[config.mk]
export PLATFORM = sky130hd
export DESIGN_NAME = tlv_response_mac_extractor
export DESIGN_NICKNAME = d
export VERILOG_FILES = /design/src/rtl/tlvmac_pkg.sv /design/src/rtl/tlvmac_parse.sv /design/src/rtl/tlv_response_mac_extractor.sv
export SDC_FILE = /design/constraint.sdc
export NUM_CORES = 1
export LEC_CHECK = 0
export ABC_AREA = 0
export BUFFER_PORTS_ARGS = -buffer_cell sky130_fd_sc_hd__clkbuf_2
export CAP_MARGIN = 5
export CORE_ASPECT_RATIO = 0.75
export CORE_MARGIN = 5
export CORE_UTILIZATION = 35
export CTS_CLUSTER_DIAMETER = 120
export DETAILED_ROUTE_END_ITERATION = 16
export SLEW_MARGIN = 20
export SYNTH_ARGS = -nofsm -noshare
export SYNTH_HDL_FRONTEND = slang
export SYNTH_HIERARCHICAL = 1
export SYNTH_SLANG_ARGS = --single-unit
[constraint.sdc]
create_clock -name clk -period 11.8 [get_ports clk]
set_input_delay 2.36 -clock clk [delete_from_list [all_inputs] [get_ports clk]]
set_output_delay 2.36 -clock clk [all_outputs]
set_load 0.1 [all_outputs]
[src/rtl/tlvmac_pkg.sv]
// shared types and constants for the tlv response mac extractor
package tlvmac_pkg;

	typedef struct packed {
		logic        command;
		logic [7:0]  data_byte;
		logic        end_of_datagram;
		logic [31:0] source_node;
		logic [31:0] source_port;
	} in_item_t;

	typedef struct packed {
		logic [1:0]  status;
		logic [47:0] mac_address;
		logic [15:0] error_code;
	} out_item_t;

	// input command codes
	localparam logic CMD_BYTE  = 1'b0;
	localparam logic CMD_START = 1'b1;

	// result status codes
	localparam logic [1:0] STATUS_OK     = 2'd0;
	localparam logic [1:0] STATUS_ERR    = 2'd1;
	localparam logic [1:0] STATUS_WAIT   = 2'd2;
	localparam logic [1:0] STATUS_REJECT = 2'd3;

	// expected header bytes
	localparam logic [7:0] HDR_TYPE   = 8'h02;
	localparam logic [7:0] HDR_TXN_LO = 8'h01;
	localparam logic [7:0] HDR_TXN_HI = 8'h00;
	localparam logic [7:0] HDR_MSG_LO = 8'h5c;
	localparam logic [7:0] HDR_MSG_HI = 8'h00;
	localparam int         HDR_BYTES  = 7;

	// tlv codes
	localparam logic [7:0]  TLV_RESULT     = 8'h02;
	localparam logic [7:0]  TLV_MAC        = 8'h10;
	localparam logic [15:0] RESULT_LEN     = 16'd4;
	localparam logic [15:0] MAC_MIN_LEN    = 16'd7;
	localparam logic [7:0]  MAC_LEN_PREFIX = 8'h06;

endpackage

[src/rtl/tlvmac_parse.sv]
// byte-serial header check, tlv walk and accumulators
module tlvmac_parse import tlvmac_pkg::*; #(
	parameter int MAX_DATAGRAM_BYTES = 256
) (
	input  logic        clk,
	input  logic        arst_n,
	input  logic        step,
	input  in_item_t    item,
	input  logic [31:0] expected_node,
	input  logic [31:0] expected_port,
	output logic        res_valid,
	output out_item_t   res
);

	localparam int OFF_W = $clog2(MAX_DATAGRAM_BYTES + 1);
	localparam int CW    = 18;

	typedef enum logic [2:0] {
		PH_TYPE, PH_LEN_LO, PH_LEN_HI, PH_VALUE, PH_STOP
	} phase_t;

	typedef enum logic [1:0] {
		KIND_NONE, KIND_RESULT, KIND_MAC
	} kind_t;

	logic [OFF_W-1:0] offset_q, offset_n;
	logic             header_ok_q, header_ok_n;
	logic [16:0]      payload_end_q, payload_end_n;
	logic [7:0]       type_q, type_n;
	logic [15:0]      length_q, length_n;
	phase_t           phase_q, phase_n;
	logic [15:0]      vidx_q, vidx_n;
	kind_t            kind_q, kind_n;
	logic [47:0]      scratch_q, scratch_n;
	logic             pres_valid_q, pres_valid_n;
	logic [15:0]      pres_q, pres_n;
	logic             pmac_valid_q, pmac_valid_n;
	logic [47:0]      pmac_q, pmac_n;
	logic             have_res_q, have_res_n;
	logic [15:0]      err_q, err_n;
	logic             have_mac_q, have_mac_n;
	logic [47:0]      mac_q, mac_n;

	logic             fin;
	logic [7:0]       b;
	logic [CW-1:0]    o_x, pe_x;
	logic [2:0]       lane;
	logic [1:0]       status;

	assign fin = have_res_q && (err_q != 16'd0 || have_mac_q);
	assign b   = item.data_byte;

	always_comb begin
		offset_n      = offset_q;
		header_ok_n   = header_ok_q;
		payload_end_n = payload_end_q;
		type_n        = type_q;
		length_n      = length_q;
		phase_n       = phase_q;
		vidx_n        = vidx_q;
		kind_n        = kind_q;
		scratch_n     = scratch_q;
		pres_valid_n  = pres_valid_q;
		pres_n        = pres_q;
		pmac_valid_n  = pmac_valid_q;
		pmac_n        = pmac_q;
		have_res_n    = have_res_q;
		err_n         = err_q;
		have_mac_n    = have_mac_q;
		mac_n         = mac_q;
		o_x           = CW'(offset_q);
		pe_x          = CW'(payload_end_q);
		lane          = 3'd0;
		status        = STATUS_WAIT;
		res_valid     = 1'b0;

		if (step) begin
			if (item.command == CMD_START) begin
				offset_n     = '0;
				header_ok_n  = 1'b1;
				payload_end_n = '0;
				type_n       = '0;
				length_n     = '0;
				phase_n      = PH_TYPE;
				vidx_n       = '0;
				kind_n       = KIND_NONE;
				scratch_n    = '0;
				pres_valid_n = 1'b0;
				pres_n       = '0;
				pmac_valid_n = 1'b0;
				pmac_n       = '0;
				have_res_n   = 1'b0;
				err_n        = '0;
				have_mac_n   = 1'b0;
				mac_n        = '0;
			end else begin
				if (!fin) begin
					if (item.source_node != expected_node
						|| item.source_port != expected_port)
						header_ok_n = 1'b0;
					if (offset_q < OFF_W'(MAX_DATAGRAM_BYTES)) begin
						offset_n = offset_q + OFF_W'(1);
						if (offset_q < OFF_W'(HDR_BYTES)) begin
							case (offset_q[2:0])
								3'd0: if (b != HDR_TYPE) header_ok_n = 1'b0;
								3'd1: if (b != HDR_TXN_LO) header_ok_n = 1'b0;
								3'd2: if (b != HDR_TXN_HI) header_ok_n = 1'b0;
								3'd3: if (b != HDR_MSG_LO) header_ok_n = 1'b0;
								3'd4: if (b != HDR_MSG_HI) header_ok_n = 1'b0;
								3'd5: payload_end_n = {9'd0, b};
								3'd6: payload_end_n = 17'(HDR_BYTES) + {1'b0, b, payload_end_q[7:0]};
								default: ;
							endcase
						end else begin
							case (phase_q)
								PH_TYPE: begin
									if (o_x + CW'(3) > pe_x) begin
										phase_n = PH_STOP;
									end else begin
										type_n  = b;
										phase_n = PH_LEN_LO;
									end
								end
								PH_LEN_LO: begin
									length_n = {8'h00, b};
									phase_n  = PH_LEN_HI;
								end
								PH_LEN_HI: begin
									length_n = {b, length_q[7:0]};
									if (o_x + CW'(1) + CW'(length_n) > pe_x) begin
										phase_n = PH_STOP;
									end else begin
										vidx_n    = '0;
										scratch_n = '0;
										if (type_q == TLV_RESULT && length_n == RESULT_LEN)
											kind_n = KIND_RESULT;
										else if (type_q == TLV_MAC && length_n >= MAC_MIN_LEN)
											kind_n = KIND_MAC;
										else
											kind_n = KIND_NONE;
										phase_n = (length_n == 16'd0) ? PH_TYPE : PH_VALUE;
									end
								end
								PH_VALUE: begin
									if (kind_q == KIND_RESULT && vidx_q < 16'd4) begin
										lane = {1'b0, vidx_q[1:0]};
										scratch_n[{lane, 3'b000} +: 8] = b;
									end else if (kind_q == KIND_MAC) begin
										if (vidx_q == 16'd0) begin
											if (b != MAC_LEN_PREFIX)
												kind_n = KIND_NONE;
										end else if (vidx_q <= 16'd6) begin
											lane = vidx_q[2:0] - 3'd1;
											scratch_n[{lane, 3'b000} +: 8] = b;
										end
									end
									vidx_n = vidx_q + 16'd1;
									if ({1'b0, vidx_q} + 17'd1 >= {1'b0, length_q}) begin
										if (kind_n == KIND_RESULT) begin
											pres_valid_n = 1'b1;
											pres_n = (scratch_n[15:0] == 16'd0) ? 16'd0
												: scratch_n[31:16];
										end else if (kind_n == KIND_MAC) begin
											pmac_valid_n = 1'b1;
											pmac_n       = scratch_n;
										end
										phase_n = PH_TYPE;
									end
								end
								default: ;
							endcase
						end
					end
				end

				if (item.end_of_datagram) begin
					res_valid = 1'b1;
					if (fin) begin
						status = (err_q != 16'd0) ? STATUS_ERR : STATUS_OK;
					end else if (!header_ok_n || offset_n < OFF_W'(HDR_BYTES)
						|| CW'(payload_end_n) > CW'(offset_n)) begin
						status = STATUS_REJECT;
					end else begin
						if (pres_valid_n) begin
							have_res_n = 1'b1;
							err_n      = pres_n;
						end
						if (pmac_valid_n) begin
							have_mac_n = 1'b1;
							mac_n      = pmac_n;
						end
						if (have_res_n && err_n != 16'd0)
							status = STATUS_ERR;
						else if (have_res_n && have_mac_n)
							status = STATUS_OK;
						else
							status = STATUS_WAIT;
					end
					// next datagram starts clean
					offset_n      = '0;
					header_ok_n   = 1'b1;
					payload_end_n = '0;
					type_n        = '0;
					length_n      = '0;
					phase_n       = PH_TYPE;
					vidx_n        = '0;
					kind_n        = KIND_NONE;
					scratch_n     = '0;
					pres_valid_n  = 1'b0;
					pres_n        = '0;
					pmac_valid_n  = 1'b0;
					pmac_n        = '0;
				end
			end
		end

		res.status      = status;
		res.mac_address = mac_n;
		res.error_code  = (status == STATUS_ERR) ? err_n : 16'd0;
	end

	always_ff @(posedge clk or negedge arst_n) begin
		if (!arst_n) begin
			offset_q      <= '0;
			header_ok_q   <= 1'b1;
			payload_end_q <= '0;
			type_q        <= '0;
			length_q      <= '0;
			phase_q       <= PH_TYPE;
			vidx_q        <= '0;
			kind_q        <= KIND_NONE;
			scratch_q     <= '0;
			pres_valid_q  <= 1'b0;
			pres_q        <= '0;
			pmac_valid_q  <= 1'b0;
			pmac_q        <= '0;
			have_res_q    <= 1'b0;
			err_q         <= '0;
			have_mac_q    <= 1'b0;
			mac_q         <= '0;
		end else begin
			offset_q      <= offset_n;
			header_ok_q   <= header_ok_n;
			payload_end_q <= payload_end_n;
			type_q        <= type_n;
			length_q      <= length_n;
			phase_q       <= phase_n;
			vidx_q        <= vidx_n;
			kind_q        <= kind_n;
			scratch_q     <= scratch_n;
			pres_valid_q  <= pres_valid_n;
			pres_q        <= pres_n;
			pmac_valid_q  <= pmac_valid_n;
			pmac_q        <= pmac_n;
			have_res_q    <= have_res_n;
			err_q         <= err_n;
			have_mac_q    <= have_mac_n;
			mac_q         <= mac_n;
		end
	end

	// a finished request never falls back to unfinished without a start command
	a_fin_sticky: assert property (@(posedge clk) disable iff (!arst_n)
		fin && !(step && item.command == CMD_START) |=> fin)
		else $error("finished request lost its result");

	// a start command leaves the accumulators empty
	a_start_clears: assert property (@(posedge clk) disable iff (!arst_n)
		step && item.command == CMD_START |=> !have_res_q && !have_mac_q && mac_q == 48'd0)
		else $error("accumulators not cleared by start");

	// the byte offset never runs past the cap
	a_offset_cap: assert property (@(posedge clk) disable iff (!arst_n)
		offset_q <= OFF_W'(MAX_DATAGRAM_BYTES))
		else $error("byte offset beyond the cap");

endmodule

[src/rtl/tlv_response_mac_extractor.sv]
// Response parser that takes one datagram byte per cycle on the request channel, save while
// stalled, and, at each byte marked end_of_datagram, gives one result with status, stored mac
// and error word. A request is registered on acceptance and parsed from that register, where
// the header check, the tlv walk and the accumulator update all settle in one pass; the result
// is registered again before it is offered. The request side stalls only while a final byte
// waits behind an earlier result not yet taken. expected_node sits at address 0 and
// expected_port at address 4 and are written while idle by the user; the block does not enforce it.
module tlv_response_mac_extractor import tlvmac_pkg::*; #(
	parameter int MAX_DATAGRAM_BYTES = 256
) (
	input  logic        clk,
	input  logic        arst_n,
	input  logic        req_valid,
	output logic        req_stall,
	input  in_item_t    req,
	output logic        rsp_valid,
	input  logic        rsp_stall,
	output out_item_t   rsp,
	input  logic        psel,
	input  logic        penable,
	input  logic        pwrite,
	input  logic [2:0]  paddr,
	input  logic [31:0] pwdata,
	output logic [31:0] prdata,
	output logic        pready
);

	localparam logic REG_NODE = 1'b0;
	localparam logic REG_PORT = 1'b1;

	logic [31:0] expected_node_q, expected_port_q;
	logic        valid_s1;
	in_item_t    item_s1;
	logic        rsp_valid_q;
	out_item_t   rsp_q;
	logic        yields, adv, res_valid;
	out_item_t   res;

	assign pready = 1'b1;
	assign prdata = (paddr[2] == REG_PORT) ? expected_port_q : expected_node_q;

	always_ff @(posedge clk or negedge arst_n) begin
		if (!arst_n) begin
			expected_node_q <= '0;
			expected_port_q <= '0;
		end else if (psel && penable && pwrite) begin
			if (paddr[2] == REG_NODE)
				expected_node_q <= pwdata;
			else
				expected_port_q <= pwdata;
		end
	end

	assign yields    = item_s1.command == CMD_BYTE && item_s1.end_of_datagram;
	assign adv       = valid_s1 && (!yields || !rsp_valid_q || !rsp_stall);
	assign req_stall = valid_s1 && !adv;

	always_ff @(posedge clk or negedge arst_n) begin
		if (!arst_n) begin
			valid_s1 <= 1'b0;
		end else if (!req_stall) begin
			valid_s1 <= req_valid;
		end
	end

	always_ff @(posedge clk) begin
		if (req_valid && !req_stall)
			item_s1 <= req;
	end

	tlvmac_parse #(
		.MAX_DATAGRAM_BYTES(MAX_DATAGRAM_BYTES)
	) u_parse (
		.clk          (clk),
		.arst_n       (arst_n),
		.step         (adv),
		.item         (item_s1),
		.expected_node(expected_node_q),
		.expected_port(expected_port_q),
		.res_valid    (res_valid),
		.res          (res)
	);

	always_ff @(posedge clk or negedge arst_n) begin
		if (!arst_n) begin
			rsp_valid_q <= 1'b0;
		end else if (res_valid) begin
			rsp_valid_q <= 1'b1;
		end else if (!rsp_stall) begin
			rsp_valid_q <= 1'b0;
		end
	end

	always_ff @(posedge clk) begin
		if (res_valid)
			rsp_q <= res;
	end

	assign rsp_valid = rsp_valid_q;
	assign rsp       = rsp_q;

	// a new result never overwrites one still waiting
	a_no_overwrite: assert property (@(posedge clk) disable iff (!arst_n)
		rsp_valid_q && rsp_stall |-> !res_valid)
		else $error("pending result overwritten");

	// error word is nonzero exactly when the status reports an error
	a_err_code: assert property (@(posedge clk) disable iff (!arst_n)
		rsp_valid_q |-> ((rsp_q.status == STATUS_ERR) == (rsp_q.error_code != 16'd0)))
		else $error("error word does not match status");

	// stall only while a registered request is held
	a_stall_held: assert property (@(posedge clk) disable iff (!arst_n)
		req_stall |-> valid_s1 && yields && rsp_valid_q)
		else $error("request side stalled without cause");

endmodule

==> impl_metrics.tcl, run 1 <==
set metrics [dict create \
    status "finished, final reports clean" \
    route.detailed.drc 0 \
    worst-setup-path-type "reg -> reg" \
    worst_ir_drop_vdd_mv 0.08771 \
    synth_xor_xnor_area_share 0.03991 \
    required_ns 12.13 \
    power_per_cell_area_mw_per_mm2 150.9 \
    worstRegToRegCells 14 \
    chipHeight_um 234.3 \
    htree_levels 2 \
    grt_first_pass_wirelength_mm 107.6 \
    numPortBuffers 213 \
    routedWlPerCell_um 20.64 \
    area_delta_synth_final_pct 16.23 \
    stdcell_count 3358 \
    ys_seq_elements 458 \
    synth_fp_nets 2447 \
    layout_setup_ws_ns 5.135 \
    cts_resized 0 \
    placementRows 82 \
    clk-insertion-delay-late_ns 0.61 \
    post_synth_mux_area_share 0.07162 \
    final_layout_size_suffix_gt1_frac 0.1957 \
    detail_route.wirelength_mm 69.31 \
    layout.cell_area.non_filler_mm2 0.02729 \
    multiInputGateArea_mm2 0.01064 \
    finalWorstPathRequiredPeriod_ns 6.665 \
    drt-vias-per-instance 5.537 \
    start_util 0.3521 \
    drt-initial-drc-count 1631 \
    antenna_found_initial 5 \
    max_slew.worst_pin.slew_ns 1.109 \
    finalClockSkew_ns 0.03475 \
    rsz0062_at_grt "no" \
    critical_path.reg2reg.startpoint "u_parse/vidx_q[0]$_DFFE_PN0P_" \
    die_w_um 309.1 \
    seq_area_mm2 0.01216 \
    num-nets-final 2626 \
    yosys.area_share.adder 0.04189 \
    root_buffer_cell "clkbuf_16" \
    syn-instance-count 2253 \
    timing.critical_path.to_type "flop" \
    async_flop_share 0.6943 \
    crit_path_start "u_parse/vidx_q[0]$_DFFE_PN0P_" \
    timing.setup.tns_ns 0 \
    grt_max_degree 156 \
    gr-total-overflow 0 \
    cts_buffers 49 \
    synthSimpleGateAreaFrac 0.1536 \
    main_combinational_cell_family_by_area_after_synthesis "simple AND/OR/NAND/NOR gates" \
    edff_count_synth 140 \
    synth_compound_area_frac 0.1430 \
    num-fill-cells 6460 \
    reg2reg_slack_ns 5.14 \
    cts_hold_repair.buffers 0 \
    syn_area_mm2 0.02348 \
    route.vias.total 18590 \
    finalHoldViolations 0 \
    yosysUniqueCellTypes 81 \
    worst_setup_path_start_kind "flop" \
    timing.final.setup_violations 0 \
    design.die.area_mm2 0.07242 \
    via_count_of_the_first_global_routing_pass 18120 \
    dp_hpwl_mm 48.69 \
    dpl_worst_slack_ns 5.381 \
    cts_post_setup_buffers_inserted 0 \
    period_share 0.5648 \
    worst-endpoint-arrival_ns 6.99 \
    ant_nets 0 \
    gpl.final_weighted_congestion 0.9162 \
    cell_area_reported_after_detailed_placement_mm2 0.02551 \
    cap_viol_max_count 0 \
    layout_commonest_cell "nand2_1" \
    cts.reportedPaths.clkPinSlew_ns 0.07 \
    ys.flop_type "dfrtp_1" \
    grt_use_total 0.1879 \
    r2r-end "rsp[11]$_DFFE_PP_" \
    fmax_ghz 0.1500 \
    clock_path_buffers 3 \
    seq_area_frac_synth 0.5180 \
    avgSynthCellArea_um2 10.42 \
    detailedRoute.firstPassIterationCount 6 \
    ys_warn_count 6 \
    worst_setup_path_endpoint "rsp[11]$_DFFE_PP_" \
    slew_violations 0 \
    standard_cell_core_area_mm2 0.06669 \
    timing.slew.headroom 0.2608 \
    whs_ns 0.4734 \
    p_leak_nw 11.42 \
    worstHoldPathType "reg -> reg" \
    place_inst 3263 \
    worst-path-max-fanout 22 \
    tritoncts "built" \
    worst_hold_path.num_cells 2 \
    most-common-layout-cells "nand2_1, dfrtp_1, o21ai_0, clkbuf_2, edfxtp_1" \
    clkSinkCount 458 \
    io-pin-count 217 \
]
[metrics by stage]
step                        util  power, mW
final                     0.4092      4.117
after floorplan                -      2.297
after global routing      0.4092      4.275
after CTS                 0.4089      4.157
after detailed placement  0.3826      2.480
after global placement    0.3826      2.465
[registers in the layout (all words and copies together), names as in the netlist, 17 cells and up]
name / count
u_parse/mac_q: 48
u_parse/payload_end_q: 17
expected_port_q: 32
u_parse/scratch_q: 48
expected_node_q: 32
u_parse/pmac_q: 48
item_s1: 74
rsp: 66
[critical path, cell delays in order, from the launching register on]
cell and delay, ns:
dfrtp_1 0.86, inv_1 0.36, ha_1 0.31, xnor2_1 0.36, ha_1 0.27, or4b_1 0.55, nor3_1 0.42, nand4_1 0.33
a21boi_1 0.30, a22oi_1 0.45, nand4_1 0.47, or4_1 0.64, nand3_1 0.47, o21ai_0 0.34, nor2b_1 0.23
[cell usage after synthesis (27+ instances only)]
cell type	n	area, um^2
a21oi_1	70	350.3
dfrtp_1	317	7933
a22oi_1	31	232.7
edfxtp_1	140	4204
nor3_1	37	185.2
ha_1	77	963.4
nor4_1	28	175.2
nand4_1	47	294.0
o21ai_0	241	1206
inv_1	64	240.2
nor2_1	104	390.4
xnor2_1	94	823.3
clkbuf_1	97	364.1
a22o_1	28	245.2
nor2b_1	35	219.0
mux2_4	30	450.4
mux2_2	86	968.4
nand3_1	44	220.2
and3_1	27	168.9
o31ai_1	39	292.8
nand2_1	321	1205
[how the worst min path moves through the flow]
stage                                      startpoint                           endpoint  slack [ns]
floorplan           u_parse/scratch_q[32]$_DFFE_PN0P_  u_parse/scratch_q[32]$_DFFE_PN0P_        0.44
global placement    u_parse/scratch_q[37]$_DFFE_PN0P_  u_parse/scratch_q[37]$_DFFE_PN0P_        0.45
detailed placement  u_parse/scratch_q[38]$_DFFE_PN0P_  u_parse/scratch_q[38]$_DFFE_PN0P_        0.46
CTS                 u_parse/scratch_q[38]$_DFFE_PN0P_  u_parse/scratch_q[38]$_DFFE_PN0P_        0.47
global route         u_parse/scratch_q[2]$_DFFE_PN0P_   u_parse/scratch_q[2]$_DFFE_PN0P_        0.50
finish                 u_parse/pmac_q[23]$_DFFE_PN0P_     u_parse/pmac_q[23]$_DFFE_PN0P_        0.47
[where the power goes]
group          leakage [nW]  internal [mW]  switching, mW
Combinational          4.80          0.211          0.457
Sequential             5.76           1.71         0.0698
Clock                 0.856          0.985          0.679
[routing by layer]
metal	vias up	wire [um]	GRT usage	share of wire
met4	0	1590	0.04722	0.023
met2	614	29790	0.2774	0.43
li1	8533	-	-	-
met1	9325	32940	0.2868	0.48
met5	-	0	0	0
met3	120	4987	0.03251	0.072
[cell type report]
class                   count  area share
clock inverters            33     0.01573
flip-flops and latches    458      0.4457
inverters                  64    0.008803
well taps                 882     0.04044
repair buffers            251     0.05062
diodes                      3   0.0002751
clock buffers              59     0.04856
multi-input cells        1608      0.3899
[logic make-up after synthesis]
logic type / count (synthesis)
AND/OR/NAND/NOR: 740
AO/OA/AOI/OAI: 540
flip-flops: 458
buffers and inverters: 187
multiplexers: 142
XOR/XNOR: 107
adder cells (fa/ha/maj): 78
other: 1
Power figures use the tool's default switching activity.
==> run 2, diff against run 1 <==
Clock period 11.8 ns to 6.7 ns, I/O delays scaled along.
==> run 2 against run 1 <==
Sequential cell count stayed put; hold slack better by 0.0027 ns; fmax is 9.6% higher; sequential power is 77% higher; clock skew is 0.0012 ns higher; critical path type unchanged; critical endpoint is now rsp[3]$_DFFE_PP_; largest cell class unchanged.
==> impl_metrics.tcl, run 2 (synthesis gave the netlist of run 1 again) <==
set metrics [dict create \
    cts_resized 0 \
    worst-endpoint-arrival_ns 6.41 \
    p_leak_nw 11.50 \
    worst-setup-path-type "reg -> reg" \
    power.clock.fraction 0.415 \
    max_slew.worst_pin.slew_ns 1.190 \
    drt-vias-per-instance 5.497 \
    ant_nets 0 \
    critPathMaxStageDelay_ns 0.61 \
    grt.met2_usage 0.2835 \
    cts_buffers 49 \
    worstHoldPathType "reg -> reg" \
    dp_hpwl_mm 50.12 \
    worst_ir_drop_vdd_mv 0.1730 \
    worstRegToRegCells 14 \
    p_comb_frac 0.159 \
    required_ns 7.03 \
    grt_first_pass_wirelength_mm 108.9 \
    fmax_ghz 0.1645 \
    num-fill-cells 6452 \
    cp_slowest_cell "or4_1" \
    worst-path-max-fanout 16 \
    timing.slew.headroom 0.2065 \
    numPortBuffers 213 \
    gr-total-overflow 0 \
    timing.setup.tns_ns 0 \
    cts_post_setup_buffers_inserted 0 \
    net-switching-power_mw 2.151 \
    gpl.final_weighted_congestion 0.9333 \
    power.internal_mw 5.238 \
    area_delta_synth_final_pct 16.90 \
    via_count_of_the_first_global_routing_pass 18360 \
    whs_ns 0.4761 \
    design.die.area_mm2 0.07242 \
    routedWlPerCell_um 21.10 \
    standard_cell_core_area_mm2 0.06669 \
    buf_inv_stages_crit_path 1 \
    final_layout_size_suffix_gt1_frac 0.2005 \
    seq_power_share 0.426 \
    most-common-layout-cells "nand2_1, dfrtp_1, o21ai_0, clkbuf_2, edfxtp_1" \
    finalWorstPathRequiredPeriod_ns 6.079 \
    slew_violations 0 \
    largest_register_ffs 74 \
    clock_path_buffers 3 \
    power_per_cell_area_mw_per_mm2 269.2 \
    critPathTopFamily "simple AND/OR/NAND/NOR gates" \
    worst_setup_path_start_kind "flop" \
    clk-insertion-delay-late_ns 0.61 \
    rsz0062_at_grt "no" \
    globalRouteMet1Util 0.2879 \
    grt_use_total 0.1910 \
    grt_busiest_layer "met1" \
    placementRows 82 \
    detail_route.wirelength_mm 71.04 \
    cap_viol_max_count 0 \
    period_share 0.9073 \
    drt-initial-drc-count 1521 \
    finalHoldViolations 0 \
    io-pin-count 217 \
    cts.reportedPaths.clkPinSlew_ns 0.07 \
    finalClockSkew_ns 0.03593 \
    crit_path_cell_trace "inv_1 > ha_1 > xnor2_1 > ha_1 > or4b_1 > nor3_1 > nand4_1 > a21boi_1 > a22oi_1 > nand4_1 > or4_1 > nand3_1 > o21ai_0 > nor2b_1" \
    layout_commonest_cell "nand2_1" \
    num-nets-final 2637 \
    antenna_found_initial 1 \
    htree_levels 2 \
    die_w_um 309.1 \
    timing.final.setup_violations 0 \
    largest_register "item_s1" \
    clkSinkCount 458 \
    timing.critical_path.depth 14 \
    tritoncts "built" \
    detailedRoute.firstPassIterationCount 6 \
    worst_hold_path.num_cells 2 \
    route.detailed.drc 0 \
    grt_max_degree 161 \
    chipHeight_um 234.3 \
    fraction_of_power_spent_switching_nets 0.2911 \
    start_util 0.3521 \
    status "finished, final reports clean" \
    timing.critical_path.to_type "flop" \
    cts_hold_repair.buffers 0 \
    root_buffer_cell "clkbuf_16" \
    route.vias.total 18510 \
    met3_usage 0.04208 \
]
-- run 2: final cells by class --
| cell class | instances | area (um^2) | share of cell area |
|---|---|---|---|
| Antenna cell | 1 | 2.502 | 0.00009117 |
| Multi-Input combinational cell | 1608 | 10630 | 0.3874 |
| Timing Repair Buffer | 262 | 1456 | 0.05306 |
| Tap cell | 882 | 1104 | 0.04021 |
| Inverter | 64 | 240.2 | 0.008752 |
| Clock buffer | 58 | 1385 | 0.05046 |
| Clock inverter | 34 | 464.2 | 0.01691 |
| Sequential cell | 458 | 12160 | 0.4431 |
-- run 2: worst min-delay path: cells and delay by family (launching register included) --
family	cells	cell delay (ns)
DFF	1	0.34
AOI/OAI and AO/OA	1	0.06
and+or+nand+nor	1	0.04
-- run 2: per-stage QoR --
step | instances | cell area, um^2 | total power, mW | utilization | worst slack [ns]
after global placement | 3274 | 25590 | 4.349 | 0.3837 | 0.7767
after global routing | 3367 | 27450 | 7.670 | 0.4116 | 0.1126
after CTS | 3366 | 27440 | 7.470 | 0.4115 | 0.7596
after floorplan | 2253 | 23480 | 4.044 | - | 0.2940
after detailed placement | 3274 | 25590 | 4.374 | 0.3837 | 0.7767
final | 3367 | 27450 | 7.389 | 0.4116 | 0.6211
-- run 2: layer usage --
layer	routed length, um	share of wire
met1	33490	0.47
met2	30920	0.44
met3	5380	0.076
met4	1240	0.017
met5	0	0
-- run 2: path summary, 6_finish.rpt --
| check | startpoint | endpoint | slack, ns |
|---|---|---|---|
| setup / recovery | u_parse/vidx_q[1]$_DFFE_PN0P_ | rsp[3]$_DFFE_PP_ | 0.62 |
| setup reg to reg | u_parse/vidx_q[1]$_DFFE_PN0P_ | rsp[3]$_DFFE_PP_ | 0.62 |
| hold reg to reg | u_parse/pmac_q[35]$_DFFE_PN0P_ | u_parse/pmac_q[35]$_DFFE_PN0P_ | 0.48 |
| max in group asynchronous | arst_n | expected_port_q[14]$_DFFE_PN0P_ | 4.51 |
| min in group asynchronous | arst_n | u_parse/mac_q[14]$_DFF_PN0_ | 0.71 |
| hold / removal | u_parse/pmac_q[35]$_DFFE_PN0P_ | u_parse/pmac_q[35]$_DFFE_PN0P_ | 0.48 |
-- run 2: power groups by stage --
stage	sequential, mW	clock, mW	combinational [mW]
after floorplan	3.18	0	0.865
after global placement	3.19	0	1.15
after detailed placement	3.20	0	1.17
after CTS	3.15	3.14	1.18
after global routing	3.17	3.26	1.25
final	3.15	3.06	1.17
